### src/sv/sms_pkg.sv
// ----------------------------------------------------------------------------
// sms_pkg
// Types, codes and move tables for the servo move sequencer.
// ----------------------------------------------------------------------------
`default_nettype none

package sms_pkg;

  localparam int unsigned MaxSeqSteps = 4;

  localparam int unsigned AngleW  = 9;
  localparam int unsigned TolW    = 10;
  localparam int unsigned TickW   = 16;
  localparam int unsigned MeasW   = 13;
  localparam int unsigned CfgIdxW = 3;
  localparam int unsigned CfgW    = 16;
  localparam int unsigned InDataW  = 24;
  localparam int unsigned OutDataW = 24;

  localparam logic [CfgIdxW-1:0] CfgGripOpen   = 3'd0;
  localparam logic [CfgIdxW-1:0] CfgGripClosed = 3'd1;
  localparam logic [CfgIdxW-1:0] CfgSlideBot   = 3'd2;
  localparam logic [CfgIdxW-1:0] CfgSlideTop   = 3'd3;
  localparam logic [CfgIdxW-1:0] CfgSlideMid   = 3'd4;
  localparam logic [CfgIdxW-1:0] CfgTolerance  = 3'd5;
  localparam logic [CfgIdxW-1:0] CfgTimeout    = 3'd6;

  localparam logic KindCommand = 1'b0;
  localparam logic KindTick    = 1'b1;

  localparam logic ServoGripper = 1'b0;
  localparam logic ServoSlider  = 1'b1;

  typedef enum logic [1:0] {
    SeqTake     = 2'd0,
    SeqTakeLast = 2'd1,
    SeqUnload   = 2'd2,
    SeqNone     = 2'd3
  } seq_e;

  typedef enum logic [2:0] {
    ExIdle     = 3'd0,
    ExActive   = 3'd1,
    ExDone     = 3'd2,
    ExRetries  = 3'd3,
    ExWrongPos = 3'd4
  } exec_state_e;

  typedef enum logic [2:0] {
    CkWaiting   = 3'd0,
    CkActive    = 3'd1,
    CkConfirmed = 3'd2,
    CkReadFail  = 3'd3,
    CkTimeout   = 3'd4
  } check_state_e;

  typedef enum logic [2:0] {
    MvOpen    = 3'd0,
    MvClose   = 3'd1,
    MvLower   = 3'd2,
    MvLift    = 3'd3,
    MvLiftMid = 3'd4
  } move_e;

  typedef struct packed {
    logic [1:0]        step_position;
    logic [AngleW-1:0] move_target;
    logic              servo_select;
    logic              move_issued;
    check_state_e      checker_status;
    exec_state_e       executor_status;
  } result_t;

  function automatic move_e seq_move(input seq_e seq, input logic [1:0] step);
    move_e mv;
    mv = MvOpen;
    unique case (seq)
      SeqTake: begin
        unique case (step)
          2'd0: mv = MvOpen;
          2'd1: mv = MvLower;
          2'd2: mv = MvClose;
          default: mv = MvLift;
        endcase
      end
      SeqTakeLast: begin
        unique case (step)
          2'd0: mv = MvOpen;
          2'd1: mv = MvLower;
          2'd2: mv = MvClose;
          default: mv = MvLiftMid;
        endcase
      end
      default: begin
        unique case (step)
          2'd0: mv = MvLower;
          2'd1: mv = MvOpen;
          2'd2: mv = MvLift;
          default: mv = MvOpen;
        endcase
      end
    endcase
    return mv;
  endfunction

  function automatic logic [3:0] seq_length(input seq_e seq);
    logic [3:0] n;
    unique case (seq)
      SeqTake, SeqTakeLast: n = 4'd4;
      default: n = 4'd3;
    endcase
    if (n > 4'(MaxSeqSteps)) n = 4'(MaxSeqSteps);
    return n;
  endfunction

endpackage

`default_nettype wire

### src/sv/servo_move_sequencer.sv
// ----------------------------------------------------------------------------
// servo_move_sequencer
// Gripper/slider move sequencer with position checker, one result per item.
// ----------------------------------------------------------------------------
// The result is registered and valid in the cycle after the item is accepted.
// Throughput: 1 item per cycle; input ready while the result register is
//   empty or being taken in the same cycle.
// Reset: executor idle, checker waiting, angles 0, tolerance 16,
//   timeout 100 ticks, no result pending.
`default_nettype none

module servo_move_sequencer (
  input  wire logic                        clk_i,
  input  wire logic                        rst_ni,
  input  wire logic                        cfg_we_i,
  input  wire logic [sms_pkg::CfgIdxW-1:0] cfg_idx_i,
  input  wire logic [sms_pkg::CfgW-1:0]    cfg_data_i,
  input  wire logic                        s_axis_tvalid,
  output logic                             s_axis_tready,
  // [1:0] sequence_select, [2] pre_read_ok, [3] set_ok, [4] check_read_ok,
  // [17:5] measured_angle, [23:18] zero
  input  wire logic [sms_pkg::InDataW-1:0] s_axis_tdata,
  // [0] kind
  input  wire logic                        s_axis_tuser,
  output logic                             m_axis_tvalid,
  input  wire logic                        m_axis_tready,
  // [2:0] executor_status, [5:3] checker_status, [6] move_issued,
  // [7] servo_select, [16:8] move_target, [18:17] step_position, [23:19] zero
  output logic [sms_pkg::OutDataW-1:0]     m_axis_tdata
);

  import sms_pkg::*;

  logic [AngleW-1:0] grip_open_q, grip_closed_q, slide_bot_q, slide_top_q, slide_mid_q;
  logic [TolW-1:0]   tol_q;
  logic [TickW-1:0]  timeout_q;

  exec_state_e       exec_q, exec_d;
  seq_e              seq_q, seq_d;
  logic [1:0]        step_q, step_d;
  check_state_e      check_q, check_d;
  logic [AngleW-1:0] target_q, target_d;
  logic [TickW-1:0]  tick_q, tick_d;
  logic              servo_q, servo_d;

  logic              out_valid_q, out_valid_d;
  logic [1:0]        out_step_q;
  logic [AngleW-1:0] out_target_q;
  logic              out_servo_q, out_issued_q;
  check_state_e      out_check_q;
  exec_state_e       out_exec_q;
  logic              issued;

  logic              in_fire;
  logic              in_kind;
  logic [1:0]        in_sel;
  logic              in_pre_ok, in_set_ok, in_rd_ok;
  logic [MeasW-1:0]  in_meas;

  move_e             mv;
  logic              mv_servo;
  logic [AngleW-1:0] mv_target;
  logic signed [MeasW+1:0] diff;
  logic [MeasW:0]    abs_diff;

  assign in_kind   = s_axis_tuser;
  assign in_sel    = s_axis_tdata[1:0];
  assign in_pre_ok = s_axis_tdata[2];
  assign in_set_ok = s_axis_tdata[3];
  assign in_rd_ok  = s_axis_tdata[4];
  assign in_meas   = s_axis_tdata[17:5];

  assign s_axis_tready = !out_valid_q || m_axis_tready;
  assign in_fire       = s_axis_tvalid && s_axis_tready;

  // configuration
  always_ff @(posedge clk_i or negedge rst_ni) begin
    if (!rst_ni) begin
      grip_open_q   <= '0;
      grip_closed_q <= '0;
      slide_bot_q   <= '0;
      slide_top_q   <= '0;
      slide_mid_q   <= '0;
      tol_q         <= TolW'(16);
      timeout_q     <= TickW'(100);
    end else if (cfg_we_i) begin
      unique case (cfg_idx_i)
        CfgGripOpen:   grip_open_q   <= cfg_data_i[AngleW-1:0];
        CfgGripClosed: grip_closed_q <= cfg_data_i[AngleW-1:0];
        CfgSlideBot:   slide_bot_q   <= cfg_data_i[AngleW-1:0];
        CfgSlideTop:   slide_top_q   <= cfg_data_i[AngleW-1:0];
        CfgSlideMid:   slide_mid_q   <= cfg_data_i[AngleW-1:0];
        CfgTolerance:  tol_q         <= cfg_data_i[TolW-1:0];
        CfgTimeout:    timeout_q     <= cfg_data_i[TickW-1:0];
        default: ;
      endcase
    end
  end

  // next state: executor first, then checker on the updated state
  always_comb begin
    exec_d   = exec_q;
    seq_d    = seq_q;
    step_d   = step_q;
    check_d  = check_q;
    target_d = target_q;
    tick_d   = tick_q;
    servo_d  = servo_q;
    issued   = 1'b0;
    mv       = MvOpen;
    mv_servo = ServoGripper;
    mv_target = '0;
    diff     = '0;
    abs_diff = '0;

    if (in_kind == KindCommand) begin
      if (exec_q != ExActive && in_sel != SeqNone) begin
        seq_d  = seq_e'(in_sel);
        step_d = 2'd0;
        exec_d = ExActive;
      end
    end else begin
      if (exec_q == ExActive) begin
        unique case (check_q)
          CkWaiting, CkConfirmed: begin
            if (check_q == CkConfirmed &&
                ({2'b00, step_q} + 4'd1) >= seq_length(seq_q)) begin
              exec_d   = ExDone;
              check_d  = CkWaiting;
              target_d = '0;
              tick_d   = '0;
              servo_d  = ServoGripper;
            end else begin
              if (check_q == CkConfirmed) step_d = step_q + 2'd1;
              mv = seq_move(seq_q, step_d);
              unique case (mv)
                MvOpen:  begin mv_servo = ServoGripper; mv_target = grip_open_q;   end
                MvClose: begin mv_servo = ServoGripper; mv_target = grip_closed_q; end
                MvLower: begin mv_servo = ServoSlider;  mv_target = slide_bot_q;   end
                MvLift:  begin mv_servo = ServoSlider;  mv_target = slide_top_q;   end
                default: begin mv_servo = ServoSlider;  mv_target = slide_mid_q;   end
              endcase
              check_d  = CkWaiting;
              target_d = '0;
              tick_d   = '0;
              servo_d  = ServoGripper;
              if (!in_pre_ok || !in_set_ok) begin
                exec_d = ExRetries;
              end else begin
                servo_d  = mv_servo;
                target_d = mv_target;
                check_d  = CkActive;
                issued   = 1'b1;
              end
            end
          end
          CkActive: ;
          CkReadFail: begin
            exec_d   = ExRetries;
            check_d  = CkWaiting;
            target_d = '0;
            tick_d   = '0;
            servo_d  = ServoGripper;
          end
          default: begin
            exec_d   = ExWrongPos;
            check_d  = CkWaiting;
            target_d = '0;
            tick_d   = '0;
            servo_d  = ServoGripper;
          end
        endcase
      end

      if (check_d == CkActive) begin
        if (tick_d != '1) tick_d = tick_d + TickW'(1);
        diff = $signed({2'b00, target_d, 4'b0000}) - $signed({2'b00, in_meas});
        abs_diff = diff[MeasW+1] ? (MeasW+1)'(0) - diff[MeasW:0] : diff[MeasW:0];
        if (!in_rd_ok) begin
          check_d = CkReadFail;
        end else if (abs_diff < {4'b0000, tol_q}) begin
          check_d = CkConfirmed;
        end else if (tick_d >= timeout_q) begin
          check_d = CkTimeout;
        end
      end
    end
  end

  assign out_valid_d = in_fire || (out_valid_q && !m_axis_tready);

  always_ff @(posedge clk_i or negedge rst_ni) begin
    if (!rst_ni) begin
      exec_q      <= ExIdle;
      seq_q       <= SeqTake;
      step_q      <= '0;
      check_q     <= CkWaiting;
      target_q    <= '0;
      tick_q      <= '0;
      servo_q     <= ServoGripper;
      out_valid_q <= 1'b0;
    end else begin
      out_valid_q <= out_valid_d;
      if (in_fire) begin
        exec_q   <= exec_d;
        seq_q    <= seq_d;
        step_q   <= step_d;
        check_q  <= check_d;
        target_q <= target_d;
        tick_q   <= tick_d;
        servo_q  <= servo_d;
      end
    end
  end

  always_ff @(posedge clk_i) begin
    if (in_fire) begin
      out_exec_q   <= exec_d;
      out_check_q  <= check_d;
      out_issued_q <= issued;
      out_servo_q  <= servo_d;
      out_target_q <= target_d;
      out_step_q   <= step_d;
    end
  end

  assign m_axis_tvalid = out_valid_q;
  assign m_axis_tdata  = {5'b00000, out_step_q, out_target_q, out_servo_q, out_issued_q,
                          out_check_q, out_exec_q};

  // checker is only loaded while the executor runs
  assert property (@(posedge clk_i) disable iff (!rst_ni)
    exec_q != ExActive |-> check_q == CkWaiting)
    else $error("checker not waiting outside an active sequence");

  assert property (@(posedge clk_i) disable iff (!rst_ni)
    check_q == CkWaiting |-> (target_q == '0 && servo_q == ServoGripper && tick_q == '0))
    else $error("waiting checker holds a move");

  assert property (@(posedge clk_i) disable iff (!rst_ni)
    ({2'b00, step_q} < seq_length(seq_q)))
    else $error("step index beyond sequence length");

  assert property (@(posedge clk_i) disable iff (!rst_ni)
    (out_valid_q && out_issued_q) |-> (out_check_q != CkWaiting && out_exec_q == ExActive))
    else $error("issued move without an active check");

  assert property (@(posedge clk_i) disable iff (!rst_ni)
    (in_fire && in_kind == KindCommand) |=> (check_q == $past(check_q)))
    else $error("command changed checker state");

endmodule

`default_nettype wire
### config.mk
export PLATFORM = sky130hd
export DESIGN_NAME = servo_move_sequencer
export DESIGN_NICKNAME = d
export VERILOG_FILES = /design/src/sv/sms_pkg.sv /design/src/sv/servo_move_sequencer.sv
export SDC_FILE = /design/constraint.sdc
export NUM_CORES = 1
export LEC_CHECK = 0
export BUFFER_PORTS_ARGS = -buffer_cell sky130_fd_sc_hd__buf_2
export CAP_MARGIN = 40
export CORE_UTILIZATION = 40
export CTS_CLUSTER_SIZE = 25
export DETAILED_ROUTE_END_ITERATION = 8
export PLACE_DENSITY_LB_ADDON = 0.25
export SLEW_MARGIN = 20
export SYNTH_ARGS = -nofsm -noshare
export SYNTH_HDL_FRONTEND = slang
export SYNTH_SLANG_ARGS = --single-unit
### constraint.sdc
create_clock -name clk_i -period 9.1 [get_ports clk_i]
set_clock_uncertainty 0.15 [all_clocks]
set_input_delay 1.82 -clock clk_i [delete_from_list [all_inputs] [get_ports clk_i]]
set_output_delay 1.82 -clock clk_i [all_outputs]
set_load 0.01 [all_outputs]
==> results.yml <==
outcome:
  status: "complete, no violations"
final_layout:
  final_cell_mix: "dfrtp_1 (104), mux2_2 (80), buf_2 (62), nand2_1 (61), o21ai_0 (52)"
  final_cell_area_um2: 8920
  layout_commonest_cell: "dfrtp_1"
  antenna_cells: 0
  fillers: 1831
  area_growth_pct: 14.4
  drive_gt1_share_pct: 23.7
  num-nets-final: 919
yosys:
  syn_inst: 771
  yosysSeqAreaShare_pct: 42.0
  yosys.area.top_type: "dfrtp_1"
  synth.distinct_cells: 76
  netlist_area_um2: 7800
  synthTopCellsByArea: "dfrtp_1 (33%), mux2_2 (12%), edfxtp_1 (7.3%)"
  synth_edf_count: 19
  synth_area_per_cell_um2: 10.1
  yosys_warnings: 0
  synth_top_area_share_pct: 33.4
  async_flop_share_pct: 85.0
  synth-seq-cells: 127
  synth_ff_type: "dfrtp_1"
timing:
  slew_headroom_pct: 44.0
  finalSetupTns_ps: 0
  setup_viol: 0
  holdWs_ps: 351
  report.final.slew_viol_count: 0
  hold_viol: 0
  rsz0062_at_grt: "no"
  fin_crit_sh_pct: 74.3
  fmax_mhz: 148
  period_needed_ps: 6770
  tightest_slew_ps: 834
grt:
  grt_pass1_vias: 5358
  grt-ovfl-total: 0
  grt.total_usage_pct: 18.9
  grt_start_max_net_pins: 39
  antenna_found_initial: 0
  grt_pass1_wl_um: 29000
power_and_ir_drop:
  ir_drop_mv: 0.156
  p_leak_uw: 0.00405
  power.total_uw: 2570
  p_per_area_nw_per_um2: 288
critical_path:
  setup.worst_path.class: "flip-flop to flip-flop"
  max_stage_delay_ps: 560
  worstPathRequired_ps: 9090
  crit_path_end_kind: "flip-flop"
  start_kind: "flip-flop"
  cp_common_cell: "o21ai_0"
  crit_chain: "nor3b_2, nor2b_1, o21ai_0, o21ai_1, a221o_1, a221oi_1, a2bb2oi_1, inv_1, ha_1, a21o_1, a221oi_4, a31o_2, o21a_1, o21ai_0, xnor2_1, ha_1, a211o_1, a21oi_1, o21ai_0, a31oi_1, o211a_1, o21ai_0"
  cp_slowest_cell: "nor3b_2"
  path_max_fanout: 10
  arrival_ps: 6760
clock_tree:
  clkLatencyLatePin_ps: 430
  clockBufferDepth: 2
  post_cts_resize_count: 0
  cts.htree.levels: 4
  cts.sinks: 127
  cts_hold_buf: 0
  path_clk_slew_ps: 50
  root_buffer: "clkbuf_16"
  post-cts-setup-buffers: 0
  tritoncts: "built"
  numCtsBuffers: 17
drt:
  dr.pass1.iters: 5
  wl_met2_um: 8310
  first_iter_violations: 397
  vias_per_cell: 5.34
  drc: 0
  highest_layer: "met4"
  wl_per_cell_um: 16.4
  via_count: 5890
  ant_nets: 0
  met1Wirelength_um: 8730
  routed_wl_um: 18100
  wl_met3_um: 724
place:
  port_buffers: 63
  hpwl_um: 13200
  place.gp.congestion: 0.801
  dpl_cell_area_um2: 8370
floorplanning:
  row_count: 50
  ios: 75
  die_w_um: 142
  die_h_um: 142
  initial_core_util_pct: 41.3
  core_um2: 18900
  dieArea_um2: 20100
job:
  maxCapViolations: 0
hold_path:
  min_path_type: "flip-flop to flip-flop"
## layout make-up
cell class	instances	area [um2]	area share, %
clock buffers	31	529	5.94
clock inverters	1	5.00	0.0561
inverters	51	191	2.15
multi-input cells	558	4160	46.6
flip-flops and latches	127	3280	36.8
well taps	260	325	3.65
repair buffers	75	432	4.84
## synthesized netlist by cell type, drive strengths merged, types with 8 or more instances
| library cell | instances |
|---|---|
| a21o | 10 |
| a21oi | 43 |
| a221o | 9 |
| a221oi | 10 |
| a2bb2oi | 8 |
| buf | 13 |
| clkbuf | 26 |
| dfrtp | 104 |
| edfxtp | 19 |
| ha | 40 |
| inv | 51 |
| mux2 | 80 |
| mux2i | 8 |
| nand2 | 61 |
| nand2b | 16 |
| nand3 | 19 |
| nor2 | 47 |
| nor3 | 12 |
| nor3b | 9 |
| o21ai | 59 |
| xnor2 | 17 |
| xor2 | 17 |
## worst max-delay path: cells and delay by family, from the launching register on
kind | cells | cell delay, ps
and+or+nand+nor | 2 | 750
buffers and inverters | 1 | 130
AOI/OAI and AO/OA | 16 | 4020
xor gates and xnor gates | 1 | 160
DFF | 1 | 550
adders and majority gates | 2 | 700
## layer usage
layer	global-route usage, %	up-vias
li1	-	2896
met1	26.7	2841
met2	28.9	136
met3	3.31	17
met4	7.41	0
met5	0	-
## logic make-up after synthesis
group / synth area share [%]
and+or+nand+nor: 13.7
AOI/OAI and AO/OA: 16.5
DFF: 42.0
buffers and inverters: 4.85
muxes: 12.6
adders and majority gates: 6.42
xor gates and xnor gates: 3.82
other: 0.0481
## power by group
group          internal (uW)  total, uW  switching [uW]
Combinational            479       1110             631
Clock                    386        620             234
Sequential               724        837             113
## registers in the layout, indices dropped and copies added, names as in the netlist, 2 cells and up
register	count
check_q	3
exec_q	3
grip_closed_q	9
grip_open_q	9
out_check_q	3
out_exec_q	3
out_step_q	2
out_target_q	9
seq_q	2
slide_bot_q	9
slide_mid_q	9
slide_top_q	9
step_q	2
target_q	9
tick_q	16
timeout_q	16
tol_q	10
## stage by stage
stage / utilization [%] / cells / setup WS, ps
floorplan: - / 775 / 2950
global placement: 44.1 / 1067 / 2240
detailed placement: 44.3 / 1070 / 2210
CTS: 47.1 / 1102 / 2410
global route: 47.2 / 1103 / 1910
finish: 47.2 / 1103 / 2330
## final timing paths
kind                       cells after the start                    endpoint  slack (ps)                  startpoint
max reg2reg                                   22    out_check_q[0]$_DFFE_PP_        2330      check_q[1]$_DFFE_PN0P_
max in group asynchronous                      3        tol_q[4]$_DFFE_PN1P_        6440                      rst_ni
min reg2reg                                    1  slide_mid_q[1]$_DFFE_PN0P_         350  slide_mid_q[1]$_DFFE_PN0P_
max                                           22    out_check_q[0]$_DFFE_PP_        2330      check_q[1]$_DFFE_PN0P_
min in group asynchronous                      1   timeout_q[10]$_DFFE_PN0P_        1200                      rst_ni
min                                            1  slide_mid_q[1]$_DFFE_PN0P_         350  slide_mid_q[1]$_DFFE_PN0P_
Note: power is estimated with default switching activity, not from simulation.
